--- src/design/obis_pkg.sv ---
// Shared types, constants and helpers for the OBIS value extractor.
package obis_pkg;

    localparam int MAX_DATAGRAM_BYTES = 1024;
    localparam int SEARCH_START       = 28;
    localparam int IDX_W              = $clog2(MAX_DATAGRAM_BYTES + 1);
    localparam int MATCH_FIRST        = SEARCH_START + 3;
    localparam int DIV_STEPS          = 64;
    localparam int STEP_W             = $clog2(DIV_STEPS);

    localparam logic [2:0] REG_CHANNEL      = 3'd0;
    localparam logic [2:0] REG_QUANTITY     = 3'd1;
    localparam logic [2:0] REG_MEASURE_TYPE = 3'd2;
    localparam logic [2:0] REG_TARIFF       = 3'd3;
    localparam logic [2:0] REG_DIVISOR      = 3'd4;
    localparam logic [2:0] REG_WIDTH        = 3'd5;

    localparam logic [1:0] WIDTH_NONE  = 2'd0;
    localparam logic [1:0] WIDTH_FOUR  = 2'd1;
    localparam logic [1:0] WIDTH_EIGHT = 2'd2;

    typedef enum logic [1:0] {
        ST_IDLE,
        ST_DIVIDE,
        ST_DONE
    } state_t;

    typedef struct packed {
        logic [31:0] ident;
        logic [31:0] divisor;
        logic [1:0]  width;
    } cfg_t;

    typedef struct packed {
        logic byte_take;
        logic div_load;
        logic div_step;
        logic out_load;
    } cmd_t;

    typedef struct packed {
        logic div_last;
    } status_t;

    function automatic logic [3:0] width_bytes(input logic [1:0] code);
        logic [3:0] n;
        case (code)
            WIDTH_FOUR:  n = 4'd4;
            WIDTH_EIGHT: n = 4'd8;
            default:     n = 4'd0;
        endcase
        return n;
    endfunction

endpackage

--- src/design/obis_ctrl.sv ---
// Controller: byte intake, divide sequencing and output slot handshake.
module obis_ctrl
    import obis_pkg::*;
(
    input  logic    clk,
    input  logic    rst_n,
    input  logic    in_valid,
    input  logic    last_byte,
    output logic    in_stall,
    input  logic    out_stall,
    output logic    out_valid,
    input  status_t status,
    output cmd_t    cmd
);

    state_t state_reg;
    state_t state_next;
    logic   out_valid_reg;
    logic   out_valid_next;
    logic   slot_free;

    assign slot_free = !out_valid_reg || !out_stall;

    always_comb
    begin
        state_next = state_reg;
        case (state_reg)
            ST_IDLE:
            begin
                if (in_valid && last_byte)
                begin
                    state_next = ST_DIVIDE;
                end
            end
            ST_DIVIDE:
            begin
                if (status.div_last)
                begin
                    state_next = ST_DONE;
                end
            end
            ST_DONE:
            begin
                if (slot_free)
                begin
                    state_next = ST_IDLE;
                end
            end
            default:
            begin
                state_next = ST_IDLE;
            end
        endcase
    end

    always_comb
    begin
        cmd            = '0;
        in_stall       = 1'b1;
        case (state_reg)
            ST_IDLE:
            begin
                in_stall      = 1'b0;
                cmd.byte_take = in_valid;
                cmd.div_load  = in_valid && last_byte;
            end
            ST_DIVIDE:
            begin
                cmd.div_step = 1'b1;
            end
            ST_DONE:
            begin
                cmd.out_load = slot_free;
            end
            default:
            begin
                in_stall = 1'b1;
            end
        endcase
    end

    always_comb
    begin
        if (cmd.out_load)
        begin
            out_valid_next = 1'b1;
        end
        else if (!out_stall)
        begin
            out_valid_next = 1'b0;
        end
        else
        begin
            out_valid_next = out_valid_reg;
        end
    end

    always_ff @(posedge clk or negedge rst_n)
    begin
        if (!rst_n)
        begin
            state_reg     <= ST_IDLE;
            out_valid_reg <= 1'b0;
        end
        else
        begin
            state_reg     <= state_next;
            out_valid_reg <= out_valid_next;
        end
    end

    assign out_valid = out_valid_reg;

`ifndef SYNTH
    a_load_into_free_slot: assert property (@(posedge clk) disable iff (!rst_n)
        cmd.out_load |-> (!out_valid_reg || !out_stall))
        else $error("result loaded over a pending transfer");

    a_load_starts_divide: assert property (@(posedge clk) disable iff (!rst_n)
        cmd.div_load |=> (state_reg == ST_DIVIDE))
        else $error("final byte did not start the divide");

    a_divide_runs_out: assert property (@(posedge clk) disable iff (!rst_n)
        (state_reg == ST_DIVIDE && !status.div_last) |=> (state_reg == ST_DIVIDE))
        else $error("divide left early");

    a_load_shows_result: assert property (@(posedge clk) disable iff (!rst_n)
        cmd.out_load |=> out_valid_reg)
        else $error("loaded result not presented");
`endif

endmodule

--- src/design/obis_dp.sv ---
// Datapath: identifier search, value capture, restoring divider, result register.
module obis_dp
    import obis_pkg::*;
(
    input  logic         clk,
    input  logic         rst_n,
    input  cfg_t         cfg,
    input  cmd_t         cmd,
    output status_t      status,
    input  logic [7:0]   data_byte,
    input  logic         last_byte,
    output logic         found,
    output logic [63:0]  quotient,
    output logic [31:0]  remainder,
    output logic         short_read
);

    logic [IDX_W-1:0]  byte_index_reg;
    logic [31:0]       word_window_reg;
    logic [IDX_W-1:0]  kept_offset_reg;
    logic              pending_match_reg;
    logic [63:0]       value_shift_reg;
    logic [3:0]        value_bytes_seen_reg;

    logic [63:0]       quo_reg;
    logic [32:0]       rem_reg;
    logic [31:0]       divisor_reg;
    logic [STEP_W-1:0] step_cnt_reg;
    logic              found_hold_reg;
    logic              short_hold_reg;

    logic [63:0]       quotient_reg;
    logic [31:0]       remainder_reg;
    logic              found_reg;
    logic              short_read_reg;

    logic              in_range;
    logic [3:0]        n_bytes;
    logic [IDX_W-1:0]  kept_eff;
    logic [31:0]       window_new;
    logic [IDX_W-1:0]  idx_rel;
    logic              aligned;
    logic              match;
    logic [IDX_W-1:0]  cap_rel;
    logic              capture;
    logic [63:0]       shift_new;
    logic [63:0]       shift_fin;
    logic [3:0]        seen_fin;
    logic [IDX_W-1:0]  kept_fin;
    logic [3:0]        pad_bytes;
    logic [6:0]        pad_bits;
    logic [63:0]       raw;
    logic              has_value;
    logic [32:0]       rem_shift;
    logic              rem_ge;

    assign in_range   = byte_index_reg < IDX_W'(MAX_DATAGRAM_BYTES);
    assign n_bytes    = width_bytes(cfg.width);
    assign kept_eff   = pending_match_reg ? byte_index_reg : kept_offset_reg;
    assign window_new = {word_window_reg[23:0], data_byte};
    assign idx_rel    = byte_index_reg - IDX_W'(MATCH_FIRST);
    assign aligned    = (byte_index_reg >= IDX_W'(MATCH_FIRST)) && (idx_rel[1:0] == 2'b00);
    assign match      = (kept_eff == '0) && aligned && (window_new == cfg.ident) && !last_byte;
    assign cap_rel    = byte_index_reg - kept_eff;
    assign capture    = (kept_eff != '0) && (byte_index_reg >= kept_eff)
                        && (cap_rel < IDX_W'(n_bytes)) && (value_bytes_seen_reg < 4'd8);
    assign shift_new  = {value_shift_reg[55:0], data_byte};

    assign shift_fin  = (in_range && capture) ? shift_new : value_shift_reg;
    assign seen_fin   = (in_range && capture) ? value_bytes_seen_reg + 4'd1
                                              : value_bytes_seen_reg;
    assign kept_fin   = in_range ? kept_eff : kept_offset_reg;
    assign pad_bytes  = (seen_fin < n_bytes) ? n_bytes - seen_fin : 4'd0;
    assign pad_bits   = {pad_bytes, 3'b000};
    assign has_value  = (kept_fin != '0) && (n_bytes != 4'd0);

    always_comb
    begin
        raw = shift_fin << pad_bits;
        if (cfg.width == WIDTH_FOUR)
        begin
            raw[63:32] = 32'd0;
        end
    end

    // restoring divide, one quotient bit per step
    assign rem_shift = {rem_reg[31:0], quo_reg[63]};
    assign rem_ge    = rem_shift >= {1'b0, divisor_reg};

    assign status.div_last = (step_cnt_reg == STEP_W'(DIV_STEPS - 1));

    always_ff @(posedge clk or negedge rst_n)
    begin
        if (!rst_n)
        begin
            byte_index_reg       <= '0;
            word_window_reg      <= '0;
            kept_offset_reg      <= '0;
            pending_match_reg    <= 1'b0;
            value_shift_reg      <= '0;
            value_bytes_seen_reg <= '0;
        end
        else if (cmd.byte_take)
        begin
            if (in_range)
            begin
                kept_offset_reg   <= kept_eff;
                word_window_reg   <= window_new;
                pending_match_reg <= match;
                byte_index_reg    <= byte_index_reg + IDX_W'(1);
                if (capture)
                begin
                    value_shift_reg      <= shift_new;
                    value_bytes_seen_reg <= value_bytes_seen_reg + 4'd1;
                end
            end
            if (last_byte)
            begin
                byte_index_reg       <= '0;
                word_window_reg      <= '0;
                pending_match_reg    <= 1'b0;
                value_shift_reg      <= '0;
                value_bytes_seen_reg <= '0;
            end
        end
    end

    always_ff @(posedge clk or negedge rst_n)
    begin
        if (!rst_n)
        begin
            step_cnt_reg <= '0;
        end
        else if (cmd.div_load)
        begin
            step_cnt_reg <= '0;
        end
        else if (cmd.div_step)
        begin
            step_cnt_reg <= step_cnt_reg + STEP_W'(1);
        end
    end

    always_ff @(posedge clk)
    begin
        if (cmd.div_load)
        begin
            quo_reg        <= has_value ? raw : 64'd0;
            divisor_reg    <= has_value ? cfg.divisor : 32'd1;
            rem_reg        <= '0;
            found_hold_reg <= kept_fin != '0;
            short_hold_reg <= has_value && (seen_fin < n_bytes);
        end
        else if (cmd.div_step)
        begin
            quo_reg <= {quo_reg[62:0], rem_ge};
            rem_reg <= rem_ge ? rem_shift - {1'b0, divisor_reg} : rem_shift;
        end
        if (cmd.out_load)
        begin
            quotient_reg   <= quo_reg;
            remainder_reg  <= rem_reg[31:0];
            found_reg      <= found_hold_reg;
            short_read_reg <= short_hold_reg;
        end
    end

    assign quotient   = quotient_reg;
    assign remainder  = remainder_reg;
    assign found      = found_reg;
    assign short_read = short_read_reg;

endmodule

--- src/design/obis_value_extractor.sv ---
// Top level: configuration registers, controller and datapath.
// Bytes within a datagram are taken one per cycle with no stall.
// The final byte starts a 64-step shift-subtract divide (one quotient bit per cycle);
// its result is presented after the divide ends, later while the output stalls,
// and input is stalled from the final byte's transfer until the result enters the output register.
// Reset clears all search and capture state, the kept offset and the output valid;
// registers reset to identifier zero, divisor 1 and four-byte width.
module obis_value_extractor
    import obis_pkg::*;
(
    input  logic         clk,
    input  logic         rst_n,
    input  logic         in_valid,
    output logic         in_stall,
    input  logic [7:0]   data_byte,
    input  logic         last_byte,
    output logic         out_valid,
    input  logic         out_stall,
    output logic         found,
    output logic [63:0]  quotient,
    output logic [31:0]  remainder,
    output logic         short_read,
    input  logic         cfg_valid,
    output logic         cfg_ready,
    input  logic [2:0]   cfg_index,
    input  logic [31:0]  cfg_data
);

    logic [7:0]  obis_channel_reg;
    logic [7:0]  obis_quantity_reg;
    logic [7:0]  obis_measure_type_reg;
    logic [7:0]  obis_tariff_reg;
    logic [31:0] value_divisor_reg;
    logic [1:0]  value_width_reg;

    cfg_t    cfg;
    cmd_t    cmd;
    status_t status;

    assign cfg_ready = 1'b1;

    always_ff @(posedge clk or negedge rst_n)
    begin
        if (!rst_n)
        begin
            obis_channel_reg      <= 8'd0;
            obis_quantity_reg     <= 8'd0;
            obis_measure_type_reg <= 8'd0;
            obis_tariff_reg       <= 8'd0;
            value_divisor_reg     <= 32'd1;
            value_width_reg       <= WIDTH_FOUR;
        end
        else if (cfg_valid && cfg_ready)
        begin
            case (cfg_index)
                REG_CHANNEL:      obis_channel_reg      <= cfg_data[7:0];
                REG_QUANTITY:     obis_quantity_reg     <= cfg_data[7:0];
                REG_MEASURE_TYPE: obis_measure_type_reg <= cfg_data[7:0];
                REG_TARIFF:       obis_tariff_reg       <= cfg_data[7:0];
                REG_DIVISOR:      value_divisor_reg     <= cfg_data;
                REG_WIDTH:        value_width_reg       <= cfg_data[1:0];
                default:
                begin
                end
            endcase
        end
    end

    assign cfg.ident   = {obis_channel_reg, obis_quantity_reg,
                          obis_measure_type_reg, obis_tariff_reg};
    assign cfg.divisor = value_divisor_reg;
    assign cfg.width   = value_width_reg;

    obis_ctrl u_ctrl (
        .clk       (clk),
        .rst_n     (rst_n),
        .in_valid  (in_valid),
        .last_byte (last_byte),
        .in_stall  (in_stall),
        .out_stall (out_stall),
        .out_valid (out_valid),
        .status    (status),
        .cmd       (cmd)
    );

    obis_dp u_dp (
        .clk        (clk),
        .rst_n      (rst_n),
        .cfg        (cfg),
        .cmd        (cmd),
        .status     (status),
        .data_byte  (data_byte),
        .last_byte  (last_byte),
        .found      (found),
        .quotient   (quotient),
        .remainder  (remainder),
        .short_read (short_read)
    );

endmodule
--- config.mk ---
export PLATFORM = sky130hd
export DESIGN_NAME = obis_value_extractor
export DESIGN_NICKNAME = d
export VERILOG_FILES = /design/src/design/obis_pkg.sv /design/src/design/obis_ctrl.sv /design/src/design/obis_dp.sv /design/src/design/obis_value_extractor.sv
export SDC_FILE = /design/constraint.sdc
export NUM_CORES = 1
export LEC_CHECK = 0
export ABC_AREA = 1
export BUFFER_PORTS_ARGS = -buffer_cell sky130_fd_sc_hd__buf_2
export CAP_MARGIN = 20
export CORE_ASPECT_RATIO = 1.4
export CORE_MARGIN = 2
export CORE_UTILIZATION = 42
export DETAILED_ROUTE_END_ITERATION = 8
export PLACE_DENSITY = 0.56
export SYNTH_ARGS = -nofsm -noshare
export SYNTH_HDL_FRONTEND = slang
export SYNTH_SLANG_ARGS = --single-unit
--- constraint.sdc ---
create_clock -name clk -period 15.5 [get_ports clk]
set_input_delay 3.875 -clock clk [delete_from_list [all_inputs] [get_ports clk]]
set_output_delay 3.875 -clock clk [all_outputs]
set_load 0.1 [all_outputs]
# After elaboration in Yosys (flattened, before gate mapping)
# Index checks and enable logic that the tools add are counted.
[totals]
latchBits = 0
reg_bits = 418
mem_bits_rw = 0
mem_count = 0
output_inout_bits = 101
in_bits = 49
rom_bits = 0
elab_cells = 123
[op_classes]
div = 0
n_mul = 0
reduce_logical = 34
shift = 1
mux = 35
n_bitwise = 0
magnitude_cmp = 7
n_addsub = 7
eq_ne = 15
[ops]
columns = ["op", "count"]
rows = [
  ["$mux W64", 7],
  ["$mux W32", 2],
  ["$shl A64 B7 Y64", 1],
  ["$mux W24", 2],
  ["$mux W11", 4],
  ["$ge A33 B32 Y1", 1],
  ["$eq A32 B32 Y1", 1],
  ["$sub A32 B32 Y32", 1],
  ["$reduce_bool A11 Y1", 2],
  ["$mux W4", 5],
  ["$reduce_and A2 Y1", 7],
  ["$mux W6", 2],
  ["$add A11 B1 Y11 const B", 1],
  ["$ge A11 B11 Y1", 1],
  ["$ge A11 B5 Y1 const B", 1],
  ["$logic_and A1 B1 Y1", 11],
  ["$logic_not A11 Y1", 1],
  ["$lt A11 B11 Y1 const B", 1],
  ["$lt A11 B4 Y1", 1],
  ["$sub A11 B11 Y11", 1],
  ["$mux W2", 4],
  ["$pmux W4 S2", 1],
  ["$mux W1", 7],
  ["$add A6 B1 Y6 const B", 1],
  ["21 further kinds", 33],
]

# Longest topological paths before layout
# Gate-level depths: netlist of the first run.
[depth]
depth_word = 13
ltp_mapped = 36
mapped_depth_nobuf = 32

# Cells and area by module
# Synthesis of the first run repeated with hierarchy kept, for this count alone.
[hier_totals]
hier_cells = 2645
area_unflattened_um2 = 22082.4
[modules_own_cells]
columns = ["mod", "instances", "cells_each", "area_per_inst_um2"]
rows = [
  ["obis_dp", 1, 2318, 19238.5],
  ["obis_value_extractor", 1, 300, 2661.3],
  ["obis_ctrl", 1, 27, 182.7],
]

# Least setup slack after synthesis of the first run
# Ideal clock, no wire load.
[synth_path]
path_kind = "input to register"
start = "input out_stall"
end = "register u_dp.found_reg, in the netlist u_dp.found (enable)"
slack_ps = 6285
setup_time_ps = 588
stages = 1
t_arrival_ps = 8627
required_time_ps = 14912
path_cell_list = "a21oi_1"
[synth_between]
elab_chain_len = 3
[synth_rtl]
columns = ["item", "line", "source"]
rows = [
  ["start, declared", "obis_value_extractor.sv:18", "input logic out_stall,"],
  ["$logic_not A1 Y1", "obis_ctrl.sv:22", "assign slot_free = !out_valid_reg || !out_stall;"],
  ["$logic_or A1 B1 Y1", "obis_ctrl.sv:22", ""],
  ["$mux W1", "obis_ctrl.sv:60", "case (state_reg)"],
  ["end signal, assigned", "obis_dp.sv:163", "found_reg <= found_hold_reg;"],
  ["end, declared", "obis_dp.sv:34", "logic found_reg;"],
]
# No other way between the ends.
# A chain may end at the register's enable or synchronous reset.

# Worst setup path in the final report of the first run
[layout_path]
start = "register u_dp.pending_match_reg"
end = "register u_dp.quo_reg[46], data pin"
[layout_between]
elab_chain_len = 13
word_cells_on_any_way = 21
classes_between = "2 x add/sub; 3 x order compare; 1 x shift; 8 x mux; 7 x reduce/logical"
[layout_rtl]
columns = ["item", "line", "source"]
rows = [
  ["start, declared", "obis_dp.sv:21", "logic pending_match_reg;"],
  ["start signal, assigned", "obis_dp.sv:109", "pending_match_reg <= match;"],
  ["$mux W11 *", "obis_dp.sv:59", "assign kept_eff = pending_match_reg ? byte_index_reg : kept_offset_reg;"],
  ["$sub A11 B11 Y11 (tied with other cells)", "obis_dp.sv:64", "assign cap_rel = byte_index_reg - kept_eff;"],
  ["$lt A11 B4 Y1 or $logic_and A1 B1 Y1 (tied branches)", "obis_dp.sv:66, obis_dp.sv:65", ""],
  ["$logic_and A1 B1 Y1 (2 in a row)", "obis_dp.sv:66", "&& (cap_rel < IDX_W'(n_bytes)) && (value_bytes_seen_reg < 4'd8);"],
  ["$logic_and A1 B1 Y1", "obis_dp.sv:69, obis_dp.sv:70", ""],
  ["$mux W4", "obis_dp.sv:70", "assign seen_fin = (in_range && capture) ? value_bytes_seen_reg + 4'd1"],
  ["$sub A4 B4 Y4 or $lt A4 B4 Y1 (tied branches)", "obis_dp.sv:73", "assign pad_bytes = (seen_fin < n_bytes) ? n_bytes - seen_fin : 4'd0;"],
  ["$mux W4", "obis_dp.sv:73", ""],
  ["$shl A64 B7 Y64", "obis_dp.sv:79", "raw = shift_fin << pad_bits;"],
  ["$mux W32", "obis_dp.sv:80", "if (cfg.width == WIDTH_FOUR)"],
  ["$mux W64 *", "obis_dp.sv:148", "quo_reg <= has_value ? raw : 64'd0;"],
  ["$mux W64 *", "obis_dp.sv:146", "if (cmd.div_load)"],
  ["end signal, assigned", "obis_dp.sv:148", ""],
  ["end signal, assigned", "obis_dp.sv:156", "quo_reg <= {quo_reg[62:0], rem_ge};"],
  ["end, declared", "obis_dp.sv:25", "logic [63:0] quo_reg;"],
]
# Every way passes the cells marked *; elsewhere a longest branch is shown, timed or not.

==> results of run 1 <==
==> cell families (layout without fill, tap and decap cells) <==
logic type	after synthesis	after routing	share of synthesized area (%)
AND/OR/NAND/NOR	1252	1252	24.63
flip-flops	418	418	52.22
AO/OA/AOI/OAI	387	387	10.23
buffers and inverters	384	519	7.261
XOR/XNOR	60	60	2.432
adder cells (fa/ha/maj)	54	54	3.162
other	1	4	0.01736
multiplexers	1	1	0.04633
==> layer usage <==
| layer | vias up | share of wire (%) | global-route usage [%] |
|---|---|---|---|
| li1 | 8716 | - | - |
| met1 | 8275 | 44 | 29.79 |
| met2 | 488 | 47 | 37.48 |
| met3 | 110 | 5.6 | 4.222 |
| met4 | 8 | 3.7 | 8.573 |
| met5 | - | 0.061 | 0 |
==> final timing paths <==
kind / end / cells past startpoint
max: u_dp.quo_reg[46] / 31
min: u_dp.short_read / 0
max reg2reg: u_dp.quo_reg[46] / 31
min reg2reg: u_dp.short_read / 0
max in group asynchronous: u_dp.value_shift_reg[35] / 3
min in group asynchronous: obis_channel_reg[4] / 1
==> stage by stage <==
step	setup slack [ns]	cell area [um^2]	utilization [%]	hold WS, ns	total power, mW
after global placement	8.826	22780	44.66	0.4137	3.659
after global routing	8.041	24310	47.66	0.4543	5.114
after CTS	8.695	24240	47.51	0.4436	4.770
after detailed placement	8.722	22780	44.66	0.4314	3.682
after floorplan	6.285	21610	-	0.4003	3.120
final	8.638	24310	47.66	0.4524	4.759
==> Yosys cell counts (21+ instances only) <==
| master | n | area share (%) |
|---|---|---|
| a21oi_1 | 97 | 2.2 |
| buf_2 | 21 | 0.49 |
| clkbuf_1 | 73 | 1.3 |
| dfrtp_1 | 188 | 22 |
| dfxtp_1 | 32 | 3.0 |
| edfxtp_1 | 196 | 27 |
| ha_1 | 53 | 3.1 |
| inv_1 | 259 | 4.5 |
| nand2_1 | 737 | 13 |
| nand3_1 | 294 | 6.8 |
| nor2_1 | 149 | 2.6 |
| o21ai_0 | 146 | 3.4 |
| o22ai_1 | 60 | 1.7 |
| xor2_1 | 42 | 1.7 |
==> power groups by stage <==
stage | logic (mW) | registers [mW] | clock network (mW)
after global placement | 1.83 | 1.83 | 0
after detailed placement | 1.85 | 1.83 | 0
after CTS | 1.86 | 1.81 | 1.10
final | 1.87 | 1.81 | 1.07
after floorplan | 1.41 | 1.71 | 0
after global routing | 2.13 | 1.85 | 1.14
==> layout make-up <==
cell class / count / area [um^2] / share of cell area, %
diodes: 3 / 7.507 / 0.03088
well taps: 650 / 813.3 / 3.345
clock buffers: 49 / 1119 / 4.601
clock inverters: 31 / 339.1 / 1.395
repair buffers: 171 / 959.7 / 3.948
flip-flops and latches: 418 / 11280 / 46.41
inverters: 268 / 1006 / 4.138
multi-input cells: 1755 / 8783 / 36.13
==> critical path: cells and delay by family (launching register included) <==
family / cells / cell delay (ns)
fa+ha+maj: 3 / 0.77
xor+xnor: 1 / 0.14
flops: 1 / 0.66
buf+inv: 8 / 2.46
simple gates: 17 / 1.98
compound gates: 2 / 0.55
==> impl_metrics.tcl, run 1 <==
set metrics [dict create \
    worst_path_max_delay_cell "dfrtp_1" \
    core_area_mm2 0.05101 \
    routabilityCongestion 0.8968 \
    slew-limit-headroom_pct 31.47 \
    total_routed_length_mm 60.32 \
    yosys_most_used_dff "edfxtp_1" \
    sequentialPowerShare_pct 38.1 \
    min_clock_period_post_route_ns 6.862 \
    global_route.usage.total_pct 22.70 \
    cp_required_ns 15.94 \
    mostFrequentLayoutCells "nand2_1, nand3_1, inv_1, edfxtp_1, dfrtp_1" \
    r2r_start "u_dp.pending_match_reg" \
    placement_rows 98 \
    cts_setup_buffers 0 \
    numPlacedInstances 3258 \
    synth_to_final_area_change_pct 12.51 \
    setup.worst_path.start_class "flip-flop" \
    dp_hpwl_mm 42.94 \
    mappedNetlistNets 2660 \
    fin_skew_ns 0.04221 \
    drt-vias-per-instance 5.261 \
    hold_removal_path_class "flip-flop to flip-flop" \
    detail_route.drc_violations 0 \
    most_repeated_library_cell_on_the_critical_path "nand2_1" \
    setup.worst_path.start "u_dp.pending_match_reg" \
    cts.htree.levels 2 \
    nNetsFinal 2760 \
    overflow 0 \
    design.die.area_mm2 0.05330 \
    grt_first_pass_wirelength_mm 95.60 \
    rsz0062_at_grt "false" \
    hold_buffers 0 \
    clkTransAtPathRegs_ns 0.07 \
    number_of_vias_in_the_routed_layout 17597 \
    clockPowerShare_pct 22.5 \
    setup.reg_to_reg.worst_slack_ns 8.64 \
    critical_path_class "flip-flop to flip-flop" \
    tritoncts.num_buffers 43 \
    syn-mean-instance-area_um2 8.450 \
    ctsResizeCount 0 \
    initial_core_util_pct 42.36 \
    detail_route.wl_per_cell_um 18.03 \
    netSwitchingPower_mw 1.971 \
    share_comb_of_total_power_pct 39.4 \
    endpoint_kind "flip-flop" \
    initial_drc_count 1422 \
    synth.distinct_cells 57 \
    cts_num_sinks 418 \
    instances_no_fill 3345 \
    max_stage_delay_ns 0.66 \
    setup-tns-final_ns 0 \
    final_cycle_utilization_of_the_critical_path_pct 44.27 \
    swShare_pct 41.42 \
    synth-seq-cells 418 \
    run_status "finished clean" \
    leakage_power_nw 11.27 \
    synth_cells 2557 \
    die_w_um 195.7 \
    drv_slew 0 \
    pwr_density_cell_mw_per_mm2 195.7 \
    port_buffers 148 \
    cts_tree "done" \
    synthesis.area_mm2 0.02161 \
    worstPathMaxFanout 65 \
    max-clock-path-buffers 3 \
    post_route_cells_drive_above_1_share_pct 11.29 \
    fp.dieH_um 272.4 \
    hold_path.startpoint "u_dp.short_hold_reg" \
    tightestPinTransition_ns 1.027 \
    peakVddDrop_mv 0.08489 \
    crit_arrival_ns 7.30 \
    first_global_vias 17053 \
    final.fill_count 4997 \
    report.final.hold_viol_count 0 \
    internal_power_mw 2.788 \
    layout_commonest_cell "nand2_1" \
    grt_start_max_net_pins 81 \
    boundaryPins 150 \
    synth_warnings 0 \
    drv.max_cap_violation_count 0 \
    worstSkewPairLatency_ns 0.60 \
    antenna_violating_nets_post_route 0 \
    finalSetupViolCount 0 \
    timing.fmax_ghz 0.1457 \
    detail_route.first_pass.iterations 5 \
    synth.yosys.seq_area_share_pct 52.22 \
    synth-async-reset-ratio_pct 45.45 \
    synth_enable_flop_cells 196 \
    cts-root-buf "clkbuf_16" \
    antenna_found_initial 7 \
]
Power figures use the tool's default switching activity.
==> run 2, diff against run 1 <==
==> constraint.sdc (replaced) <==
create_clock -name clk -period 7.05 [get_ports clk]
set_input_delay 1.7625 -clock clk [delete_from_list [all_inputs] [get_ports clk]]
set_output_delay 1.7625 -clock clk [all_outputs]
set_load 0.1 [all_outputs]
==> impl_metrics.tcl, run 2 (synthesis results as in run 1) <==
set metrics [dict create \
    run_status "finished clean" \
    antenna_violating_nets_post_route 0 \
    dp_hpwl_mm 43.62 \
    overflow 0 \
    drv_slew 0 \
    routabilityCongestion 0.9262 \
    setup-tns-final_ns 0 \
    timing.fmax_ghz 0.1652 \
    cp_required_ns 7.39 \
    cts_setup_buffers 0 \
    reg2regPathDepth 28 \
    layout_commonest_cell "nand2_1" \
    die_w_um 195.7 \
    most_repeated_library_cell_on_the_critical_path "nand2_1" \
    total_routed_length_mm 60.91 \
    hold_path.startpoint "u_dp.short_hold_reg" \
    nNetsFinal 2761 \
    core_area_mm2 0.05101 \
    drv.max_cap_violation_count 0 \
    mostFrequentLayoutCells "nand2_1, nand3_1, inv_1, edfxtp_1, dfrtp_1" \
    worstSkewPairLatency_ns 0.60 \
    leakage_power_nw 11.28 \
    drt-vias-per-instance 5.302 \
    slew-limit-headroom_pct 31.51 \
    placement_rows 98 \
    setup.worst_path.start_class "flip-flop" \
    max_stage_delay_ns 0.60 \
    final_cycle_utilization_of_the_critical_path_pct 85.88 \
    antenna_found_initial 0 \
    rsz0062_at_grt "false" \
    finalSetupViolCount 0 \
    tritoncts.num_buffers 42 \
    report.final.hold_viol_count 0 \
    clkTransAtPathRegs_ns 0.07 \
    antenna_cell_count 0 \
    synth_to_final_area_change_pct 12.43 \
    detail_route.wl_per_cell_um 18.23 \
    fin_skew_ns 0.02740 \
    ctsResizeCount 0 \
    r2r_start "u_dp.pending_match_reg" \
    boundaryPins 150 \
    number_of_vias_in_the_routed_layout 17714 \
    cts.htree.levels 2 \
    min_clock_period_post_route_ns 6.055 \
    critical_path_class "flip-flop to flip-flop" \
    fp.dieH_um 272.4 \
    netSwitchingPower_mw 4.287 \
    cts_tree "done" \
    max-clock-path-buffers 3 \
    worst_reg2reg_endpoint "u_dp.quo_reg[49]" \
    hold_buffers 0 \
    worst_path_max_delay_cell "dfrtp_1" \
    internal_power_mw 6.082 \
    grt_first_pass_wirelength_mm 97.55 \
    crit_arrival_ns 6.39 \
    worstHoldEndpoint "u_dp.short_read" \
    global_route.usage.total_pct 23.17 \
    port_buffers 148 \
    final.fill_count 4956 \
    design.die.area_mm2 0.05330 \
    p_total_mw 10.37 \
    clockPowerShare_pct 22.2 \
    tightestPinTransition_ns 1.023 \
    hold_ws_ns 0.4240 \
    share_comb_of_total_power_pct 39.4 \
    pwr_density_cell_mw_per_mm2 426.8 \
    post_route_cells_drive_above_1_share_pct 11.19 \
    cp_num_buf_inv 5 \
    worstPathMaxFanout 64 \
    sequentialPowerShare_pct 38.5 \
    timing.hold.worst_path_depth 0 \
    first_global_vias 17486 \
    initial_drc_count 1277 \
    cts-root-buf "clkbuf_16" \
    detail_route.first_pass.iterations 7 \
    initial_core_util_pct 42.36 \
    grt_start_max_net_pins 86 \
    detail_route.drc_violations 0 \
    peakVddDrop_mv 0.2107 \
    swShare_pct 41.34 \
    endpoint_kind "flip-flop" \
    setup.reg_to_reg.worst_slack_ns 1.0 \
    critical_path_depth 28 \
    hold_removal_path_class "flip-flop to flip-flop" \
    critPathTopFamily "simple AND/OR/NAND/NOR gates" \
    cts_num_sinks 418 \
]
==> run 2: changes by cell type in the layout (fill, tap and decap cells not counted), sizes merged <==
cell,previous run,this run
buf,170,172
bufinv,5,4
clkbuf,50,53
clkinv,20,18
clkinvlp,6,1
diode,3,0
inv,268,270
==> run 2: power groups by stage <==
stage,Combinational (mW),Sequential (mW),Clock (mW)
finish,4.08,3.99,2.30
detailed placement,4.02,4.04,0
global route,4.65,4.06,2.45
CTS,4.04,4.00,2.36
global placement,3.99,4.03,0
floorplan,3.09,3.77,0
==> run 2: worst max-delay path by stage <==
stage,from,end,slack (ns)
2_1_floorplan,last_byte,u_dp.quo_reg[0],1.51
3_3_place_gp,u_dp.pending_match_reg,u_dp.quo_reg[59],1.24
3_5_place_dp,u_dp.pending_match_reg,u_dp.quo_reg[39],1.06
4_1_cts,u_dp.pending_match_reg,u_dp.quo_reg[39],1.02
5_1_grt,u_dp.pending_match_reg,u_dp.quo_reg[36],0.25
6_report,u_dp.pending_match_reg,u_dp.quo_reg[49],1.0
==> run 2: cell type report <==
cell class                 count  area, um^2  area share, %
clock buffer                  52        1109          4.563
clock inverter                25       291.5          1.200
inverter                     268        1006          4.141
multi-input combinational   1755        8783          36.16
sequential                   418       11280          46.45
tap                          650       813.3          3.348
timing repair buffer         173        1007          4.146
==> run 2: through the flow <==
| step | util [%] | instance area (um^2) | worst slack, ns | std cells |
|---|---|---|---|---|
| after floorplan | - | 21610 | 1.512 | 2557 |
| after global placement | 44.71 | 22810 | 1.242 | 3260 |
| after detailed placement | 44.71 | 22810 | 1.065 | 3260 |
| after CTS | 47.45 | 24210 | 1.020 | 3337 |
| after global routing | 47.63 | 24290 | 0.2484 | 3341 |
| final | 47.63 | 24290 | 0.9955 | 3341 |
==> run 2: metal layers <==
layer	wire length, um	track usage, %	vias to the layer above
li1	-	-	8714
met5	0	0	-
met4	1732	7.157	0
met1	26520	30.49	8415
met2	29690	40.06	487
met3	2961	2.761	98
